`src/hdl/fmkf_pkg.sv`:
```
// Shared types and constants for the FN modifier key filter.
`timescale 1ns / 1ps

package fmkf_pkg;

  // Input codes and event constants
  localparam logic [1:0] OP_TICK = 2'd0;
  localparam logic [1:0] OP_VOL  = 2'd1;
  localparam logic [1:0] OP_PAD  = 2'd2;

  localparam logic [1:0] KIND_FWD    = 2'd0;
  localparam logic [1:0] KIND_VOL    = 2'd1;
  localparam logic [1:0] KIND_BRIGHT = 2'd2;

  localparam logic [1:0] DIR_NONE = 2'd0;
  localparam logic [1:0] DIR_UP   = 2'd1;
  localparam logic [1:0] DIR_DOWN = 2'd2;

  localparam logic [4:0] EVT_SYN = 5'd0;
  localparam logic [4:0] EVT_KEY = 5'd1;

  localparam logic [9:0] FN_CODE       = 10'd316;
  localparam logic [9:0] VOL_UP_CODE   = 10'd115;
  localparam logic [9:0] VOL_DOWN_CODE = 10'd114;

  localparam logic signed [31:0] KEY_RELEASE = 32'sd0;
  localparam logic signed [31:0] KEY_PRESS   = 32'sd1;
  localparam logic signed [31:0] KEY_REPEAT  = 32'sd2;

  // Register indexes on the configuration port
  localparam int unsigned CFG_INDEX_W = 3;
  localparam logic [CFG_INDEX_W-1:0] REG_BACKLIGHT_MAX     = 3'd0;
  localparam logic [CFG_INDEX_W-1:0] REG_BACKLIGHT_PRESENT = 3'd1;
  localparam logic [CFG_INDEX_W-1:0] REG_REPEAT_DELAY      = 3'd2;
  localparam logic [CFG_INDEX_W-1:0] REG_VOLUME_REPEAT     = 3'd3;
  localparam logic [CFG_INDEX_W-1:0] REG_BRIGHT_REPEAT     = 3'd4;
  localparam logic [CFG_INDEX_W-1:0] REG_TAP_HOLD          = 3'd5;

  // Reset values of the registers
  localparam logic [15:0] BACKLIGHT_MAX_RST  = 16'd255;
  localparam logic [15:0] REPEAT_DELAY_RST   = 16'd400;
  localparam logic [15:0] VOLUME_REPEAT_RST  = 16'd250;
  localparam logic [15:0] BRIGHT_REPEAT_RST  = 16'd200;
  localparam logic [15:0] TAP_HOLD_RST       = 16'd300;

  // Brightness step is max/10: exact for 16-bit values as (x * 52429) >> 19
  localparam logic [16:0] DIV10_MUL   = 17'd52429;
  localparam int unsigned DIV10_SHIFT = 19;
  localparam logic [15:0] BRIGHT_STEP_RST = 16'd25;

  localparam int unsigned MAX_RESULTS = 3;

  typedef struct packed {
    logic [1:0]         opcode;
    logic [4:0]         event_type;
    logic [9:0]         event_code;
    logic signed [31:0] event_value;
    logic [15:0]        current_brightness;
  } in_item_t;

  typedef struct packed {
    logic [1:0]         result_kind;
    logic [4:0]         out_type;
    logic [9:0]         out_code;
    logic signed [31:0] out_value;
    logic               step_up;
    logic [15:0]        new_brightness;
    logic               last_of_run;
  } out_item_t;

  typedef out_item_t [MAX_RESULTS-1:0] res_set_t;

  typedef struct packed {
    logic [15:0] backlight_max;
    logic        backlight_present;
    logic [15:0] repeat_delay_ticks;
    logic [15:0] volume_repeat_ticks;
    logic [15:0] bright_repeat_ticks;
    logic [15:0] tap_hold_ticks;
  } cfg_t;

  typedef struct packed {
    logic       fn_down;
    logic       fn_consumed;
    logic       fn_sent;
    logic [1:0] repeat_dir;
  } flags_t;

endpackage

```
`src/hdl/fmkf_core.sv`:
```
// Per-item event logic: next state and up to three results for one input item.
`timescale 1ns / 1ps

module fmkf_core #(
  parameter int unsigned TIMER_WIDTH = 16
) (
  input  fmkf_pkg::in_item_t       item,
  input  fmkf_pkg::cfg_t           cfg,
  input  logic [15:0]              bright_step,
  input  fmkf_pkg::flags_t         flags,
  input  logic [TIMER_WIDTH-1:0]   tap_left,
  input  logic [TIMER_WIDTH-1:0]   rep_left,
  output fmkf_pkg::flags_t         flags_next,
  output logic [TIMER_WIDTH-1:0]   tap_left_next,
  output logic [TIMER_WIDTH-1:0]   rep_left_next,
  output fmkf_pkg::res_set_t       res,
  output logic [1:0]               res_count
);

  localparam logic [TIMER_WIDTH-1:0] TIMER_ONE = {{(TIMER_WIDTH-1){1'b0}}, 1'b1};

  // Load a timer from a 16-bit register; a zero load counts as one tick
  function automatic logic [TIMER_WIDTH-1:0] timer_load(input logic [15:0] v);
    logic [TIMER_WIDTH+15:0] ext;
    logic [TIMER_WIDTH-1:0]  m;
    ext = {{TIMER_WIDTH{1'b0}}, v};
    m   = ext[TIMER_WIDTH-1:0];
    return (m == '0) ? TIMER_ONE : m;
  endfunction

  // Step the backlight level and clamp to 1..max
  function automatic logic [15:0] bright_calc(input logic up, input logic [15:0] cur,
                                              input logic [15:0] st,
                                              input logic [15:0] mx);
    logic signed [17:0] nv;
    logic signed [17:0] mxs;
    mxs = signed'({2'b00, mx});
    nv  = up ? signed'({2'b00, cur}) + signed'({2'b00, st})
             : signed'({2'b00, cur}) - signed'({2'b00, st});
    if (nv > mxs) nv = mxs;
    if (nv < 18'sd1) nv = 18'sd1;
    return nv[15:0];
  endfunction

  function automatic fmkf_pkg::out_item_t make_fwd(input logic [4:0] t, input logic [9:0] c,
                                                   input logic signed [31:0] v);
    fmkf_pkg::out_item_t r;
    r             = '0;
    r.result_kind = fmkf_pkg::KIND_FWD;
    r.out_type    = t;
    r.out_code    = c;
    r.out_value   = v;
    return r;
  endfunction

  logic                   is_key;
  logic                   step_now;
  logic [1:0]             step_dir;
  logic [1:0]             vol_dir;
  logic [TIMER_WIDTH-1:0] cnt;
  fmkf_pkg::out_item_t    step_res;

  assign is_key = (item.event_type == fmkf_pkg::EVT_KEY);

  always_comb begin
    flags_next    = flags;
    tap_left_next = tap_left;
    rep_left_next = rep_left;
    res           = '0;
    res_count     = 2'd0;
    step_now      = 1'b0;
    step_dir      = flags.repeat_dir;
    vol_dir       = (item.event_code == fmkf_pkg::VOL_UP_CODE) ? fmkf_pkg::DIR_UP
                                                               : fmkf_pkg::DIR_DOWN;
    cnt           = rep_left;
    step_res      = '0;

    case (item.opcode)
      fmkf_pkg::OP_TICK: begin
        // Count down a pending tap release
        if (tap_left != '0) begin
          tap_left_next = tap_left - TIMER_ONE;
          if (tap_left == TIMER_ONE) begin
            res[0]    = make_fwd(fmkf_pkg::EVT_KEY, fmkf_pkg::FN_CODE, fmkf_pkg::KEY_RELEASE);
            res[1]    = make_fwd(fmkf_pkg::EVT_SYN, 10'd0, 32'sd0);
            res_count = 2'd2;
          end
        end
        // Advance the held-key repeat
        if (flags.repeat_dir != fmkf_pkg::DIR_NONE) begin
          if (cnt != '0) cnt = cnt - TIMER_ONE;
          rep_left_next = cnt;
          if (cnt == '0) begin
            step_now      = 1'b1;
            step_dir      = flags.repeat_dir;
            rep_left_next = timer_load(flags.fn_down ? cfg.bright_repeat_ticks
                                                     : cfg.volume_repeat_ticks);
          end
        end
      end

      fmkf_pkg::OP_VOL: begin
        if (is_key && item.event_value != fmkf_pkg::KEY_REPEAT &&
            (item.event_code == fmkf_pkg::VOL_UP_CODE ||
             item.event_code == fmkf_pkg::VOL_DOWN_CODE)) begin
          if (item.event_value == fmkf_pkg::KEY_PRESS) begin
            flags_next.repeat_dir = vol_dir;
            step_now              = 1'b1;
            step_dir              = vol_dir;
            rep_left_next         = timer_load(cfg.repeat_delay_ticks);
          end else if (flags.repeat_dir == vol_dir) begin
            flags_next.repeat_dir = fmkf_pkg::DIR_NONE;
          end
        end
      end

      fmkf_pkg::OP_PAD: begin
        if (is_key && item.event_code == fmkf_pkg::FN_CODE) begin
          if (item.event_value == fmkf_pkg::KEY_PRESS) begin
            // Flush a pending tap release before the new hold
            if (tap_left != '0) begin
              res[0]        = make_fwd(fmkf_pkg::EVT_KEY, fmkf_pkg::FN_CODE,
                                       fmkf_pkg::KEY_RELEASE);
              res[1]        = make_fwd(fmkf_pkg::EVT_SYN, 10'd0, 32'sd0);
              res_count     = 2'd2;
              tap_left_next = '0;
            end
            flags_next.fn_down     = 1'b1;
            flags_next.fn_consumed = 1'b0;
            flags_next.fn_sent     = 1'b0;
          end else if (item.event_value == fmkf_pkg::KEY_RELEASE) begin
            flags_next.fn_down = 1'b0;
            if (flags.fn_sent) begin
              res[0]             = make_fwd(fmkf_pkg::EVT_KEY, fmkf_pkg::FN_CODE,
                                            fmkf_pkg::KEY_RELEASE);
              res[1]             = make_fwd(fmkf_pkg::EVT_SYN, 10'd0, 32'sd0);
              res_count          = 2'd2;
              flags_next.fn_sent = 1'b0;
            end else if (!flags.fn_consumed) begin
              // Replay a bare tap as a timed press
              res[0]        = make_fwd(fmkf_pkg::EVT_KEY, fmkf_pkg::FN_CODE,
                                       fmkf_pkg::KEY_PRESS);
              res[1]        = make_fwd(fmkf_pkg::EVT_SYN, 10'd0, 32'sd0);
              res_count     = 2'd2;
              tap_left_next = timer_load(cfg.tap_hold_ticks);
            end
          end
        end else begin
          // Send a held FN just ahead of the first other button
          if (is_key && item.event_value == fmkf_pkg::KEY_PRESS && flags.fn_down &&
              !flags.fn_sent && !flags.fn_consumed) begin
            res[0]             = make_fwd(fmkf_pkg::EVT_KEY, fmkf_pkg::FN_CODE,
                                          fmkf_pkg::KEY_PRESS);
            res[1]             = make_fwd(fmkf_pkg::EVT_SYN, 10'd0, 32'sd0);
            res_count          = 2'd2;
            flags_next.fn_sent = 1'b1;
          end
          res[res_count] = make_fwd(item.event_type, item.event_code, item.event_value);
          res_count      = res_count + 2'd1;
        end
      end

      default: begin
      end
    endcase

    // Volume step or brightness write
    if (step_now) begin
      if (flags.fn_down) begin
        flags_next.fn_consumed = 1'b1;
        if (cfg.backlight_present) begin
          step_res.result_kind    = fmkf_pkg::KIND_BRIGHT;
          step_res.new_brightness = bright_calc(step_dir == fmkf_pkg::DIR_UP,
                                                item.current_brightness, bright_step,
                                                cfg.backlight_max);
          res[res_count]          = step_res;
          res_count               = res_count + 2'd1;
        end
      end else begin
        step_res.result_kind = fmkf_pkg::KIND_VOL;
        step_res.step_up     = (step_dir == fmkf_pkg::DIR_UP);
        res[res_count]       = step_res;
        res_count            = res_count + 2'd1;
      end
    end

    // Mark the final result of the run
    if (res_count != 2'd0) res[res_count - 2'd1].last_of_run = 1'b1;
  end

endmodule

```
`src/hdl/fn_modifier_key_filter.sv`:
```
// Top level of the FN modifier key filter: registers, state and result queue.
`timescale 1ns / 1ps

// One input item (a 1 ms tick, a volume-key event or a gamepad event) is taken
// per transfer and worked in the same cycle into up to three results, which
// go into a four-entry result queue and leave one per cycle on the output
// channel while out_ready is high. An item is taken while the queue holds at
// most one result, so a stream of items runs at one item per cycle when items
// make at most one result and out_ready stays high; an item that makes more
// holds off the next one until the queue is down to one result. Configuration
// writes take effect at the next clock; the user must make them only while the
// block is idle, as the block itself does not enforce it. The brightness step
// (backlight_max / 10, at least 1) is worked out when backlight_max is written.
module fn_modifier_key_filter #(
  parameter int unsigned TIMER_WIDTH = 16
) (
  input  logic                                    clk,
  input  logic                                    rst,
  input  logic                                    in_valid,
  output logic                                    in_ready,
  input  fmkf_pkg::in_item_t                      in_data,
  output logic                                    out_valid,
  input  logic                                    out_ready,
  output fmkf_pkg::out_item_t                     out_data,
  input  logic                                    cfg_we,
  input  logic [fmkf_pkg::CFG_INDEX_W-1:0]        cfg_index,
  input  logic [15:0]                             cfg_data
);

  localparam int unsigned QDEPTH = 4;
  localparam int unsigned QPTR_W = $clog2(QDEPTH);

  fmkf_pkg::cfg_t         cfg;
  logic [15:0]            bright_step;
  logic [32:0]            div_prod;
  logic [15:0]            div_quot;

  fmkf_pkg::flags_t       flags;
  fmkf_pkg::flags_t       flags_next;
  logic [TIMER_WIDTH-1:0] tap_left;
  logic [TIMER_WIDTH-1:0] tap_left_next;
  logic [TIMER_WIDTH-1:0] rep_left;
  logic [TIMER_WIDTH-1:0] rep_left_next;
  fmkf_pkg::res_set_t     res;
  logic [1:0]             res_count;

  fmkf_pkg::out_item_t    queue [QDEPTH];
  logic [QPTR_W-1:0]      wr_ptr;
  logic [QPTR_W-1:0]      rd_ptr;
  logic [QPTR_W:0]        count;
  logic [QPTR_W:0]        count_next;
  logic                   in_xfer;
  logic                   out_xfer;
  logic [1:0]             push_n;

  // Brightness step from backlight_max via reciprocal multiply
  assign div_prod = {17'd0, cfg_data} * {16'd0, fmkf_pkg::DIV10_MUL};
  assign div_quot = {2'b00, div_prod[32:fmkf_pkg::DIV10_SHIFT]};

  // Hold the configuration registers
  always_ff @(posedge clk) begin
    if (rst) begin
      cfg.backlight_max       <= fmkf_pkg::BACKLIGHT_MAX_RST;
      cfg.backlight_present   <= 1'b0;
      cfg.repeat_delay_ticks  <= fmkf_pkg::REPEAT_DELAY_RST;
      cfg.volume_repeat_ticks <= fmkf_pkg::VOLUME_REPEAT_RST;
      cfg.bright_repeat_ticks <= fmkf_pkg::BRIGHT_REPEAT_RST;
      cfg.tap_hold_ticks      <= fmkf_pkg::TAP_HOLD_RST;
      bright_step             <= fmkf_pkg::BRIGHT_STEP_RST;
    end else if (cfg_we) begin
      case (cfg_index)
        fmkf_pkg::REG_BACKLIGHT_MAX: begin
          cfg.backlight_max <= cfg_data;
          bright_step       <= (div_quot == 16'd0) ? 16'd1 : div_quot;
        end
        fmkf_pkg::REG_BACKLIGHT_PRESENT: cfg.backlight_present   <= cfg_data[0];
        fmkf_pkg::REG_REPEAT_DELAY:      cfg.repeat_delay_ticks  <= cfg_data;
        fmkf_pkg::REG_VOLUME_REPEAT:     cfg.volume_repeat_ticks <= cfg_data;
        fmkf_pkg::REG_BRIGHT_REPEAT:     cfg.bright_repeat_ticks <= cfg_data;
        fmkf_pkg::REG_TAP_HOLD:          cfg.tap_hold_ticks      <= cfg_data;
        default: begin
        end
      endcase
    end
  end

  fmkf_core #(
    .TIMER_WIDTH (TIMER_WIDTH)
  ) u_core (
    .item          (in_data),
    .cfg           (cfg),
    .bright_step   (bright_step),
    .flags         (flags),
    .tap_left      (tap_left),
    .rep_left      (rep_left),
    .flags_next    (flags_next),
    .tap_left_next (tap_left_next),
    .rep_left_next (rep_left_next),
    .res           (res),
    .res_count     (res_count)
  );

  // Take an item only when the queue has room for a full run
  assign in_ready  = (count <= (QPTR_W+1)'(1));
  assign in_xfer   = in_valid && in_ready;
  assign out_valid = (count != '0);
  assign out_xfer  = out_valid && out_ready;
  assign out_data  = queue[rd_ptr];
  assign push_n    = in_xfer ? res_count : 2'd0;

  always_comb begin
    count_next = count + (QPTR_W+1)'(push_n) - (QPTR_W+1)'(out_xfer);
  end

  // Advance the filter state on each input transfer
  always_ff @(posedge clk) begin
    if (rst) begin
      flags    <= '0;
      tap_left <= '0;
      rep_left <= '0;
    end else if (in_xfer) begin
      flags    <= flags_next;
      tap_left <= tap_left_next;
      rep_left <= rep_left_next;
    end
  end

  // Queue pointers and fill count
  always_ff @(posedge clk) begin
    if (rst) begin
      wr_ptr <= '0;
      rd_ptr <= '0;
      count  <= '0;
    end else begin
      wr_ptr <= wr_ptr + QPTR_W'(push_n);
      if (out_xfer) rd_ptr <= rd_ptr + QPTR_W'(1);
      count <= count_next;
    end
  end

  // Write the run of results into the queue
  always_ff @(posedge clk) begin
    for (int i = 0; i < fmkf_pkg::MAX_RESULTS; i++) begin
      if (in_xfer && (i < int'(res_count))) begin
        queue[wr_ptr + QPTR_W'(i)] <= res[i];
      end
    end
  end

  a_count_bound: assert property (@(posedge clk) disable iff (rst)
    count <= (QPTR_W+1)'(QDEPTH))
    else $error("result queue overfilled");

  a_sent_needs_down: assert property (@(posedge clk) disable iff (rst)
    flags.fn_sent |-> flags.fn_down)
    else $error("FN marked forwarded while not held");

  a_tap_needs_up: assert property (@(posedge clk) disable iff (rst)
    (tap_left != '0) |-> !flags.fn_down)
    else $error("tap release pending while FN held");

  a_state_holds: assert property (@(posedge clk) disable iff (rst)
    !in_xfer |=> (flags == $past(flags)) && (tap_left == $past(tap_left)))
    else $error("filter state changed without an input transfer");

endmodule

```
`config.mk`:
```
export PLATFORM = sky130hd
export DESIGN_NAME = fn_modifier_key_filter
export DESIGN_NICKNAME = d
export VERILOG_FILES = /design/src/hdl/fmkf_pkg.sv /design/src/hdl/fmkf_core.sv /design/src/hdl/fn_modifier_key_filter.sv
export SDC_FILE = /design/constraint.sdc
export NUM_CORES = 1
export LEC_CHECK = 0
export BUFFER_PORTS_ARGS = -buffer_cell sky130_fd_sc_hd__buf_2
export CELL_PAD_IN_SITES_DETAIL_PLACEMENT = 0
export CELL_PAD_IN_SITES_GLOBAL_PLACEMENT = 1
export CORE_MARGIN = 2
export CORE_UTILIZATION = 45
export CTS_BUF_LIST = sky130_fd_sc_hd__clkbuf_4 sky130_fd_sc_hd__clkbuf_8
export CTS_CLUSTER_SIZE = 8
export DETAILED_ROUTE_END_ITERATION = 10
export PLACE_DENSITY = 0.81
export SETUP_SLACK_MARGIN = 0.1
export SLEW_MARGIN = 20
export SYNTH_ARGS = -nofsm -noshare
export SYNTH_HDL_FRONTEND = slang
export SYNTH_HIERARCHICAL = 1
export SYNTH_SLANG_ARGS = --single-unit
```
`constraint.sdc`:
```
create_clock -name clk -period 13.5 [get_ports clk]
set_input_delay 2.025 -clock clk [delete_from_list [all_inputs] [get_ports clk]]
set_output_delay 2.025 -clock clk [all_outputs]
set_load 0.01 [all_outputs]
```
==> summary.md <==
| Metric | Value |
|---|---|
| CTS tree | done |
| Relative slew margins | 0.181 |
| Req. time, crit path | 13860 ps |
| I/O Buffers | 157 |
| Reg2reg start | rep_left[9]$_SDFFE_PP0P_ |
| Final setup viols | 0 |
| Cell Area, Placed | 0.0327 mm^2 |
| DRC | 0 |
| Max stage delay cell, worst path | nor4_2 |
| GRT overflow | 0 |
| Slew Limit Fails | 0 |
| DR WL/cell | 19.5 um |
| Maxcap violations | 0 |
| CTS Sinks | 408 |
| Number of buffers created by CTS | 78 |
| Dpl cells | 4371 |
| Top_reg_cell synth | edfxtp_1 |
| Die height | 269 um |
| Period utilization | 0.663 |
| Arr. time, crit path | 9310 ps |
| Yosys reg bits | 408 |
| Final non-filler cell total | 4515 |
| Final instance area | 0.0343 mm^2 |
| Reg2reg path depth | 15 |
| Critical R2R Capture | queue[1][6]$_DFFE_PP_ |
| Worst Hold Depth | 2 |
| Antenna viol nets, final | 0 |
| Post-synthesis instance area | 0.0316 mm^2 |
| DR vias | 25400 |
| Initial DRC Count | 2265 |
| Placer Congestion | 0.867 |
| First-pass GRT wire length | 137 mm |
| Register area share after synthesis | 0.344 |
| Measured slew at the worst slew-check pin | 1220 ps |
| RSZ-0062 raised after global routing | false |
| Routed WL | 88.3 mm |
| Detailed Place HPWL | 58.7 mm |
| Vias in the first global route | 24400 |
| CP Class | input pin to register |
| Reg clk slew, reported paths | 50 ps |
| Synth cell count leaders | nand2_1 (441), a21oi_1 (402), nor2_1 (338), mux2i_1 (289), edfxtp_1 (268) |
| Most numerous cell in the Yosys netlist | nand2_1 |
| Critical-path maximum fanout | 98 |
| Nets | 3871 |
| Clock latency at the later pin of the worst-skew pair | 670 ps |
| WHS Endpoint | cfg[45]$_SDFFE_PP0P_ |
| Clock root cell | clkbuf_8 |
| Die width | 269 um |
| CP Capture Type | register |
| Fmax | 0.112 GHz |
| Cell count after synthesis | 3456 |
| Synth top area share | 0.255 |
| Crit start category | input pin |
| Static Leakage | 0.0147 uW |
| Layout cells sized above 1 | 0.129 |
| Initial Util | 0.453 |
| Initial antenna violation count | 6 |
| Rows | 97 |
| Placeable Area | 0.0698 mm^2 |
| Yosys warns | 6 |
| VDD IR-drop max | 0.154 mV |
| # IOs | 158 |
| Status | finished clean |
| Minimum clock period | 8950 ps |
| Final hold vios | 0 |
| DIE AREA | 0.0723 mm^2 |
| H-tree depth | 3 |
| HP Class | register to register |
| Crit path largest cell delay | 990 ps |
| Crit-path cells | buf_2 -> nor4_2 -> nand3_1 -> nor4_2 -> and2_1 -> nor2b_1 -> and3_1 -> o21ai_0 -> nand2_1 -> inv_1 -> ha_1 -> nor3_1 -> nor2_1 -> nand2_1 -> nor2_4 -> nand2_4 -> buf_4 -> nor2_1 -> a21oi_1 |
| Yosys cell types | 97 |
| GR Util All Layers | 0.242 |
| CP Buf/Inv Count | 3 |
| # resized after CTS | 0 |
| Detail-routed via count per cell | 5.63 |
| TritonRoute pass-1 iters | 6 |
| Number of flops mapped to enable cells by yosys | 268 |
| Crit path max-delay family | simple AND/OR/NAND/NOR gates |
| Power per cell area | 156 mW/mm^2 |
| Skew final | 32.1 ps |
| Post-synth ARST share | 0 |
| Worst R2R Setup Slack | 6940 ps |
| Final setup margin | 4550 ps |
| Clock buffer depth | 3 |
| Hold path start | cfg[45]$_SDFFE_PP0P_ |
| Setup TNS | 0 ps |
| Top cells by area, synth | edfxtp_1 (25%), mux2i_1 (9.2%), dfxtp_1 (8.9%) |
| Post-CTS Setup Inserts | 0 |
| Synth area leader | edfxtp_1 |
| Pin count of the biggest net entering global routing | 99 |
| Hold Buf Count CTS | 0 |
| Area Growth Syn to Fin | 8.74% |
| DP Worst Slack | 4160 ps |
| Mapped Avg Cell Area | 9.14 um^2 |
-- per-stage QoR --
stage               total power (uW)  utilization  hold WS [ps]
CTS                             5390        0.492           459
global placement                4100        0.469           440
finish                          5370        0.492           457
global route                    5760        0.492           472
detailed placement              4100        0.469           451
floorplan                       3430            -           433
-- worst register-to-register path, stage by stage (launching register included) --
cell and delay, ps:
dfxtp_1 430, or4_1 670, nor3_2 490, a21oi_1 260
xnor2_1 220, and3_1 300, a41oi_4 270, nor2_1 480
nor2_1 80, nor2_1 410, nand2_1 300, nor2_4 980
nand2_4 460, buf_4 590, nor2_1 270, a21oi_1 50
-- report_power, final --
part	total, uW	switching (uW)	internal, uW
sequential	1460	73.4	1390
clock	1280	562	713
combinational	2630	1550	1080
-- layer usage --
metal  wire (um)  GRT usage
met5          31          0
met4        2000     0.0700
met3        5350     0.0320
met2       41800      0.402
met1       39100      0.332
-- sequential cells by signal, indices dropped and copies added (netlist names), named ones only --
register     cells
rep_left        16
count            3
wr_ptr           2
rd_ptr           2
bright_step     13
cfg             81
flags            5
queue          268
tap_left        16
-- cells by family (layout without fill, tap and decap cells) --
| group | after synthesis | in the layout | share of synthesized area |
|---|---|---|---|
| XOR/XNOR | 31 | 31 | 0.00860 |
| AO/OA/AOI/OAI | 725 | 725 | 0.138 |
| flip-flops | 408 | 408 | 0.344 |
| AND/OR/NAND/NOR | 1147 | 1147 | 0.168 |
| buffers and inverters | 510 | 539 | 0.0725 |
| multiplexers | 362 | 362 | 0.141 |
| other | 2 | 92 | 0.000238 |
| adder cells (fa/ha/maj) | 271 | 271 | 0.127 |
-- worst max path at each step --
| stage | from | slack, ps | to | cells after the start |
|---|---|---|---|---|
| final | in_data[46] | 4550 | queue[1][6]$_DFFE_PP_ | 19 |
| after global routing | in_data[46] | 4150 | queue[1][15]$_DFFE_PP_ | 19 |
| after CTS | in_data[46] | 4860 | queue[1][15]$_DFFE_PP_ | 19 |
| after detailed placement | in_data[46] | 4160 | queue[1][15]$_DFFE_PP_ | 19 |
| after global placement | in_data[46] | 3860 | queue[1][6]$_DFFE_PP_ | 19 |
| after floorplan | in_data[46] | 3110 | queue[0][0]$_DFFE_PP_ | 17 |
-- cell usage in the layout, fill, tap and decap left out, types with 26 or more instances in the layout --
| cell | n |
|---|---|
| nand2_1 | 439 |
| a21oi_1 | 400 |
| nor2_1 | 336 |
| mux2i_1 | 289 |
| edfxtp_1 | 268 |
| inv_1 | 213 |
| ha_1 | 189 |
| buf_2 | 156 |
| dfxtp_1 | 138 |
| o21ai_0 | 137 |
| conb_1 | 88 |
| clkbuf_8 | 86 |
| fa_1 | 82 |
| mux4_2 | 67 |
| and3_1 | 57 |
| nor3_1 | 55 |
| nor4_1 | 38 |
| nand3_1 | 34 |
| clkbuf_4 | 31 |
| a21o_1 | 30 |
| and2_1 | 28 |
| nand3b_1 | 28 |
| buf_4 | 26 |
-- area by class of cell --
type	instances	area [um^2]
Antenna cell	4	10.0
Clock buffer	117	1420
Clock inverter	23	189
Fill cell	6614	35400
Inverter	216	811
Multi-Input combinational cell	2624	18900
Sequential cell	408	10900
Tap cell	940	1180
Timing Repair Buffer	183	987
No activity file was read; power rests on OpenSTA's default activity.
